[src/design/assert_macros.svh]
`ifndef ASSERT_MACROS_SVH
`define ASSERT_MACROS_SVH

// Check a property on every rising clk edge outside reset.
`define NTC_ASSERT(label, prop, msg) \
	label: assert property (@(posedge clk) disable iff (!arst_n) (prop)) else $error(msg);

// Check that a condition never holds on a rising clk edge outside reset.
`define NTC_NEVER(label, cond, msg) \
	label: assert property (@(posedge clk) disable iff (!arst_n) !(cond)) else $error(msg);

`endif

[src/design/ntc_pkg.sv]
package ntc_pkg;

	// action codes of an input word
	localparam logic [1:0] ACT_LOAD    = 2'd0;
	localparam logic [1:0] ACT_EMIT    = 2'd1;
	localparam logic [1:0] ACT_RESTART = 2'd2;

	// register indexes on the configuration port
	localparam logic [1:0] REG_WIDTH     = 2'd0;
	localparam logic [1:0] REG_HEIGHT    = 2'd1;
	localparam logic [1:0] REG_THRESHOLD = 2'd2;
	localparam logic [1:0] REG_SOURCE    = 2'd3;

	localparam logic [6:0] RST_WIDTH     = 7'd64;
	localparam logic [6:0] RST_HEIGHT    = 7'd64;
	localparam logic [4:0] RST_THRESHOLD = 5'd8;
	localparam logic       RST_SOURCE    = 1'b0;

	localparam logic [7:0] CODE_SOLID = 8'hFF;

	typedef struct packed {
		logic [1:0] action;
		logic [7:0] mask_char;
	} ntc_cmd_t;

	typedef struct packed {
		logic [5:0] code_index;
		logic       last_pixel;
	} ntc_result_t;

	typedef struct packed {
		logic [6:0] image_width;
		logic [6:0] image_height;
		logic [4:0] threshold;
		logic       mask_source;
	} ntc_cfg_t;

	typedef logic [5:0] rank_table_t [256];

	// a corner bit may only stand with both of its edges clear, except in the solid code
	function automatic logic code_valid(logic [7:0] c);
		logic bad;
		bad = (c[4] && (c[0] || c[1])) || (c[5] && (c[0] || c[2])) ||
			(c[6] && (c[1] || c[3])) || (c[7] && (c[2] || c[3]));
		return (c == CODE_SOLID) || !bad;
	endfunction

	function automatic rank_table_t build_rank();
		rank_table_t t;
		int          r;
		r = 0;
		for (int i = 0; i < 256; i++) begin
			t[i] = 6'(r);
			if (code_valid(8'(i))) begin
				r++;
			end
		end
		return t;
	endfunction

	localparam rank_table_t RANK_TABLE = build_rank();

endpackage

[src/design/ntc_cfg.sv]
module ntc_cfg (
	input  logic             clk,
	input  logic             arst_n,
	input  logic             psel,
	input  logic             penable,
	input  logic             pwrite,
	input  logic [3:0]       paddr,
	input  logic [31:0]      pwdata,
	output logic [31:0]      prdata,
	output logic             pready,
	output ntc_pkg::ntc_cfg_t cfg
);

	import ntc_pkg::*;

	ntc_cfg_t cfg_q;

	always_ff @(posedge clk or negedge arst_n) begin
		if (!arst_n) begin
			cfg_q.image_width  <= RST_WIDTH;
			cfg_q.image_height <= RST_HEIGHT;
			cfg_q.threshold    <= RST_THRESHOLD;
			cfg_q.mask_source  <= RST_SOURCE;
		end else if (psel && penable && pwrite) begin
			unique case (paddr[3:2])
				REG_WIDTH:     cfg_q.image_width  <= pwdata[6:0];
				REG_HEIGHT:    cfg_q.image_height <= pwdata[6:0];
				REG_THRESHOLD: cfg_q.threshold    <= pwdata[4:0];
				REG_SOURCE:    cfg_q.mask_source  <= pwdata[0];
			endcase
		end
	end

	always_comb begin
		unique case (paddr[3:2])
			REG_WIDTH:     prdata = 32'(cfg_q.image_width);
			REG_HEIGHT:    prdata = 32'(cfg_q.image_height);
			REG_THRESHOLD: prdata = 32'(cfg_q.threshold);
			REG_SOURCE:    prdata = 32'(cfg_q.mask_source);
		endcase
	end

	assign pready = 1'b1;
	assign cfg    = cfg_q;

endmodule
[config.mk]
export PLATFORM = sky130hd
export DESIGN_NAME = ntc_cfg
export DESIGN_NICKNAME = d
export VERILOG_FILES = /design/src/design/assert_macros.svh /design/src/design/ntc_pkg.sv /design/src/design/ntc_cfg.sv
export SDC_FILE = /design/constraint.sdc
export NUM_CORES = 1
export LEC_CHECK = 0
export BUFFER_PORTS_ARGS = -buffer_cell sky130_fd_sc_hd__buf_2
export CAP_MARGIN = 20
export CORE_AREA = 3 3 59 61
export CTS_CLUSTER_DIAMETER = 100
export DETAILED_ROUTE_END_ITERATION = 10
export DIE_AREA = 0 0 62 64
export PLACE_DENSITY_LB_ADDON = 0.15
export SLEW_MARGIN = 20
export SYNTH_ARGS = -nofsm -noshare
export SYNTH_HDL_FRONTEND = slang
export SYNTH_SLANG_ARGS = --single-unit
[constraint.sdc]
create_clock -name clk -period 0.91 [get_ports clk]
set_input_delay 0.0455 -clock clk [delete_from_list [all_inputs] [get_ports clk]]
set_output_delay 0.0455 -clock clk [all_outputs]
set_load 0.05 [all_outputs]
==> results of run 1 <==
repair_timing:
| action | 4_1_cts | 5_1_grt |
|---|---|---|
| resized for setup | 97 | 13 |
| endpoints found under the hold margin | 32 | 2 |
| endpoints found under the setup margin | 35 | 44 |
| buffers inserted | 9 | 10 |
| pin swaps | 4 | 1 |
| hold buffers | 7 | 1 |
worst min path at each step:
stage	startpoint	end	slack (ps)
floorplan	arst_n	cfg[0]	-250
global placement	arst_n	cfg[3]	20
detailed placement	arst_n	cfg[3]	30
CTS	pwdata[0]	cfg[1]	7
global route	arst_n	cfg[11]	250
finish	arst_n	cfg[6]	230
cell families after synthesis:
logic type	count (synthesis)	share of synthesized area, %
buffers and inverters	29	19.7
multiplexers	27	28.0
flip-flops	20	43.3
AND/OR/NAND/NOR	13	6.66
AO/OA/AOI/OAI	4	1.72
other	2	0.645
layout make-up:
| type | instances | area (µm²) |
|---|---|---|
| fill | 210 | 757 |
| timing repair buffer | 93 | 953 |
| clock buffer | 4 | 26.3 |
| tap | 44 | 55.1 |
| multi-input combinational | 70 | 714 |
| sequential | 20 | 522 |
cell usage in the layout, fill, tap and decap left out, drive strengths merged:
master and count:
buf 85, clkbuf 4, conb 26, dfrtp 17, dfstp 3, dlygate4sd3 8
mux2 20, mux2i 6, mux4 1, nand2 5, nand3 1, nor2 3
nor2b 1, nor3 1, nor3b 1, o21ai 4, or3b 1
per-stage QoR:
step           instance area [µm²]  TNS, ps  setup WS [ps]  total power [mW]
2_1_floorplan                 1430    -3700           -294              3.14
3_3_place_gp                  1660    -5710           -297              3.66
3_5_place_dp                  1660    -6250           -321              3.70
4_1_cts                       2170    -6120           -521              5.13
5_1_grt                       2270    -7880           -572              5.55
6_report                      2270    -6300           -522              5.31
critical path, delay by kind of cell, from the launching register on:
kind | cells | cell delay (ps)
muxes | 1 | 480
DFF | 1 | 430
buffers and inverters | 1 | 170
report_power, final:
group / internal [mW] / switching [mW]
sequential: 1.15 / 0.209
clock: 0.171 / 0.285
combinational: 1.70 / 1.80
per-layer routing:
layer / global-route usage (%) / vias to the layer above
met4: 3.98 / 0
met1: 19.5 / 461
li1: - / 453
met2: 30.6 / 39
met5: 0 / -
met3: 3.64 / 2
==> reports/qor.txt, run 1 <==
FINISH
----------------------------------------------------------------------------------
Number of diodes                                                                 0
Signed area change from the synthesized netlist to the final layout          95.0%
Share of final-layout standard cells stronger than drive strength 1          75.9%
Post-layout util                                                             75.0%
Largest register FFs                                                            20
Number of nets at the end of the flow                                          229
Layout Cells excl Fill                                                         231

SYNTH
----------------------------------------------------------------------------------
Mapped Avg Cell Area                                                      12.3 µm²
Syn. warnings                                                                    0
Total standard cell area after synthesis                               0.00116 mm²
Syn Inst Count                                                                  95
Most common cell in the netlist                                              buf_4
Portion of the post-synthesis area used by sequential elements               43.3%
Largest area contributor in the synthesized netlist                        dfrtp_1
Fraction of registers with async set/reset                                    100%
Number of library cell types mapped by synthesis                                17
Most numerous cell types in the synthesized netlist                   buf_4 (26), dfrtp_1 (17), mux2_2 (15)
Primary FF master, synth                                                   dfrtp_1
Most area-consuming cells after synthesis                             dfrtp_1 (37%), buf_4 (17%), mux2_2 (15%)
Number of synthesized flops with an enable pin                                   0
Synth top area share                                                         36.5%
Flip-flop and latch count after synthesis                                       20

DRT
----------------------------------------------------------------------------------
Drc violations                                                                   0
Wire length per cell                                                       13.7 µm
Final WL                                                                   3170 µm
Highest signal layer in the routed design                                     met4
Final ANT Viol Nets                                                              0
Via/cell ratio                                                                4.13
Wire length on met3                                                         193 µm
Via count                                                                      955
Router iterations before antenna repair                                          3
Met1 routed wirelength after detailed routing                              1170 µm
Violation count after the first detailed-routing iteration                       9
Routed met2 length                                                         1780 µm

GRT
----------------------------------------------------------------------------------
Total overflow reported by the global router                                     0
Number of antenna violations at the first check in global routing                0
Total global routing track utilization                                       17.0%
Global-route wire length before repair                                     4950 µm
Largest net degree at the start of global routing                               21
Vias in the first global route                                                1054

DIE
----------------------------------------------------------------------------------
Area of the die                                                        0.00397 mm²
Number of ports placed on the die boundary                                      94
Core outline area                                                      0.00303 mm²
Height of the chip                                                           64 µm
Horizontal die dimension                                                     62 µm
Number of rows in the core area                                                 20
Initial cell density of the core                                             38.5%

WORST HOLD PATH
----------------------------------------------------------------------------------
Hold crit path type                                                   input pin to async pin

SETUP PATH
----------------------------------------------------------------------------------
Slack of the worst reg-to-reg path                                         -120 ps
Worst setup SP type                                                      flip-flop
Worst-path fanout max                                                            2
Worst reg2reg path depth                                                         3
Worst setup path category                                             flip-flop to output port
Critical register-to-register path startpoint                              cfg[16]
Source of the critical timing path                                          cfg[1]
Delay of the slowest cell on the worst path                                 480 ps
Data required time at the worst endpoint                                    860 ps
Endpoint type of the worst setup path                                  output port
Slowest stage cell, crit path                                               mux4_2
Worst-path cell chain                                                 mux4_2, buf_6
Endpoint of the most critical register-to-register path                    cfg[16]
Crit path arrival time                                                     1390 ps
Last element of the critical path                                        prdata[0]

CLOCK TREE
----------------------------------------------------------------------------------
Bufs on Longest Clock Path                                                       2
Number of CTS-inserted buffers                                                   3
Clock latency at the later pin of the worst-skew pair                       310 ps
Clock slew seen by the registers of the worst setup and hold paths          120 ps
Cell at the root of the clock tree                                        clkbuf_4
CTS sink cnt                                                                    20
Deepest level of the CTS H-tree                                                  1
Clock tree from TritonCTS                                                     done

POWER
----------------------------------------------------------------------------------
Total power divided by cell area                                       2340 mW/mm²
LEAKAGE                                                                    1.08 nW
Peak supply drop                                                           1.19 mV

PLACEMENT
----------------------------------------------------------------------------------
Dpl cells                                                                      204
Buffers on Ports                                                                40
Final weighted congestion of routability-driven global placement             0.720
Post-DP HPWL                                                               2150 µm

STA
----------------------------------------------------------------------------------
Clock skew after layout                                                       0 ps
Minimum clock period after layout                                          1430 ps
Final Setup Violations                                                          42
Period utilization                                                            157%
Hold slack                                                                  229 ps
Setup ws final                                                             -522 ps
Setup repair after global routing missed its margin                           true
Final max-slew violation count                                                   0
Max Clk Rate                                                             0.698 GHz
Number of failing hold endpoints at the final stage                              0

RUN
----------------------------------------------------------------------------------
Max-cap violations                                                               0

OUTCOME
----------------------------------------------------------------------------------
Run status                                                            finished, violations left
Violated checks                                                       negative setup slack

Power figures use the tool's default switching activity.
==> inputs of run 2 (changes only) <==
--- a/config.mk
+++ b/config.mk
@@ -7,11 +7,12 @@
 export LEC_CHECK = 0
 export BUFFER_PORTS_ARGS = -buffer_cell sky130_fd_sc_hd__buf_2
 export CAP_MARGIN = 20
-export CORE_AREA = 3 3 59 61
+export CORE_AREA = 3 3 57 59
 export CTS_CLUSTER_DIAMETER = 100
 export DETAILED_ROUTE_END_ITERATION = 10
-export DIE_AREA = 0 0 62 64
+export DIE_AREA = 0 0 60 62
 export PLACE_DENSITY_LB_ADDON = 0.15
+export SKIP_CTS_REPAIR_TIMING = 1
 export SLEW_MARGIN = 20
 export SYNTH_ARGS = -nofsm -noshare
 export SYNTH_HDL_FRONTEND = slang
==> constraint.sdc (replaced) <==
create_clock -name clk -period 1.75 [get_ports clk]
set_input_delay 0.0875 -clock clk [delete_from_list [all_inputs] [get_ports clk]]
set_output_delay 0.0875 -clock clk [all_outputs]
set_load 0.05 [all_outputs]
==> run 2 against run 1 <==
Effect of this change: the flow now finishes without violations; via count decreased by 20%; worst setup slack better by 800 ps; clock power decreased by 18%; die area down 6.3%; sequential power down 52%; critical path depth is the same; cell area is 40% lower; critical path type unchanged; critical endpoint unchanged; highest routed layer unchanged.
==> reports/qor.txt, run 2 (synthesis gave the netlist of run 1 again) <==
DRT
----------------------------------------------------------------------------------
Wire length per cell                                                       12.7 µm
Router iterations before antenna repair                                          4
Via/cell ratio                                                                4.47
Drc violations                                                                   0
Via count                                                                      764
Final WL                                                                   2180 µm
Final ANT Viol Nets                                                              0
Violation count after the first detailed-routing iteration                      16

SETUP PATH
----------------------------------------------------------------------------------
Worst setup path category                                             flip-flop to output port
Slowest stage cell, crit path                                               mux4_2
Worst setup SP type                                                      flip-flop
Delay of the slowest cell on the worst path                                 460 ps
Family with the most delay on the worst path                          multiplexers
Worst-path fanout max                                                            3
Worst-path cell chain                                                 mux4_2, buf_2
Slack of the worst reg-to-reg path                                          970 ps
Buffers plus inverters on the worst setup path                                   1
Critical register-to-register path startpoint                               cfg[5]
Endpoint type of the worst setup path                                  output port
Crit path arrival time                                                     1380 ps
Worst reg2reg path depth                                                         1
Data required time at the worst endpoint                                   1660 ps
Endpoint of the most critical register-to-register path                     cfg[5]

WORST HOLD PATH
----------------------------------------------------------------------------------
Hold Path Stages                                                                 2
Hold-critical path endpoint                                                cfg[19]
Hold crit path type                                                   input pin to flip-flop
Hold path start                                                          pwdata[6]

STA
----------------------------------------------------------------------------------
Final Setup Violations                                                           0
Max Clk Rate                                                             0.679 GHz
Clock skew after layout                                                       0 ps
Fin Setup TNS                                                                 0 ps
Minimum clock period after layout                                          1470 ps
Number of failing hold endpoints at the final stage                              0
Setup repair after global routing missed its margin                          false
Period utilization                                                           84.1%
Final max-slew violation count                                                   0

FINISH
----------------------------------------------------------------------------------
Number of diodes                                                                 0
Largest register FFs                                                            20
Commonest cells after routing, fill and taps aside                    buf_2 (40), conb_1 (26), dfrtp_1 (17), mux2_2 (15), mux2i_1 (6)
Number of filler cells placed in the layout                                    247
Share of final-layout standard cells stronger than drive strength 1          54.3%
Signed area change from the synthesized netlist to the final layout          17.2%
Number of nets at the end of the flow                                          182
Commonest non-fill, non-tap cell in the layout                               buf_2
Post-layout util                                                             49.5%
Layout Cells excl Fill                                                         171

POWER
----------------------------------------------------------------------------------
Net load switching power                                                  0.975 mW
Cell-internal power                                                        1.05 mW
Fraction of power consumed by sequential logic                               32.5%
Peak supply drop                                                          0.841 mV
Comb power frac                                                              48.9%
Share of power burned in the clock network                                   18.6%
Post-layout total power                                                    2.03 mW
LEAKAGE                                                                   0.731 nW
Switching power share of the total                                           48.1%
Total power divided by cell area                                       1480 mW/mm²

CLOCK TREE
----------------------------------------------------------------------------------
Number of CTS-inserted buffers                                                   3
Clock tree from TritonCTS                                                     done
Clock slew seen by the registers of the worst setup and hold paths          120 ps
CTS sink cnt                                                                    20
Cell at the root of the clock tree                                        clkbuf_4
Clock latency at the later pin of the worst-skew pair                       290 ps
Bufs on Longest Clock Path                                                       2
Deepest level of the CTS H-tree                                                  1

GRT
----------------------------------------------------------------------------------
Number of antenna violations at the first check in global routing                0
Total overflow reported by the global router                                     0
Total global routing track utilization                                       12.8%
Vias in the first global route                                                 737
Global-route wire length before repair                                     3440 µm
Largest net degree at the start of global routing                               21

PLACEMENT
----------------------------------------------------------------------------------
Post-DP HPWL                                                               1770 µm
Buffers on Ports                                                                40
Final weighted congestion of routability-driven global placement             0.695
Dpl cells                                                                      166

DIE
----------------------------------------------------------------------------------
Initial cell density of the core                                             42.2%
Number of ports placed on the die boundary                                      94
Height of the chip                                                           62 µm
Area of the die                                                        0.00372 mm²
Horizontal die dimension                                                     60 µm
Number of rows in the core area                                                 19
Core outline area                                                      0.00276 mm²

RUN
----------------------------------------------------------------------------------
Max-cap violations                                                               0

OUTCOME
----------------------------------------------------------------------------------
Run status                                                            finished, final reports clean

## run 2: cell types whose count changed in the layout (fill, tap and decap cells not counted), sizes merged
| cell | previous run | this run |
|---|---|---|
| buf | 85 | 45 |
| dlygate4sd3 | 8 | 1 |
| bufinv | 0 | 1 |
| clkbuf | 4 | 3 |
## run 2: final cells by class
| class | count | area, µm² | area share [%] |
|---|---|---|---|
| timing repair buffer | 46 | 248 | 18.1 |
| tap | 31 | 38.8 | 2.84 |
| clock inverter | 1 | 30.0 | 2.20 |
| clock buffer | 3 | 22.5 | 1.65 |
| multi-input combinational | 70 | 522 | 38.2 |
| sequential | 20 | 504 | 36.9 |
## run 2: how the worst max path moves through the flow
stage	endpoint	slack (ps)	start	cells past startpoint
after global routing	prdata[0]	200	cfg[0]	2
after global placement	cfg[5]	400	paddr[2]	3
after detailed placement	cfg[3]	390	paddr[2]	3
final	prdata[0]	280	cfg[0]	2
after floorplan	prdata[1]	170	cfg[7]	2
after CTS	prdata[0]	250	cfg[0]	2
## run 2: power groups by stage
stage          logic (mW)  clock network [mW]  registers (mW)
2_1_floorplan       0.460                   0            1.05
3_3_place_gp        0.990                   0           0.662
3_5_place_dp        0.995                   0           0.670
4_1_cts             0.997               0.392           0.661
5_1_grt              1.04               0.413           0.680
6_report            0.991               0.376           0.658
## run 2: per-stage QoR
step | instance area, µm² | setup slack, ps | hold slack [ps]
finish | 1370 | 278 | 24.7
global route | 1370 | 197 | 8.68
CTS | 1360 | 251 | -281
detailed placement | 1300 | 390 | 66.3
global placement | 1300 | 398 | 57.8
floorplan | 1250 | 174 | -208
## run 2: per-layer routing
metal,GRT usage [%],routed length (µm),up-vias
li1,-,-,364
met1,17.1,940,348
met2,19.8,976,50
met3,2.48,244,2
met4,6.65,19,0
met5,0,0,-
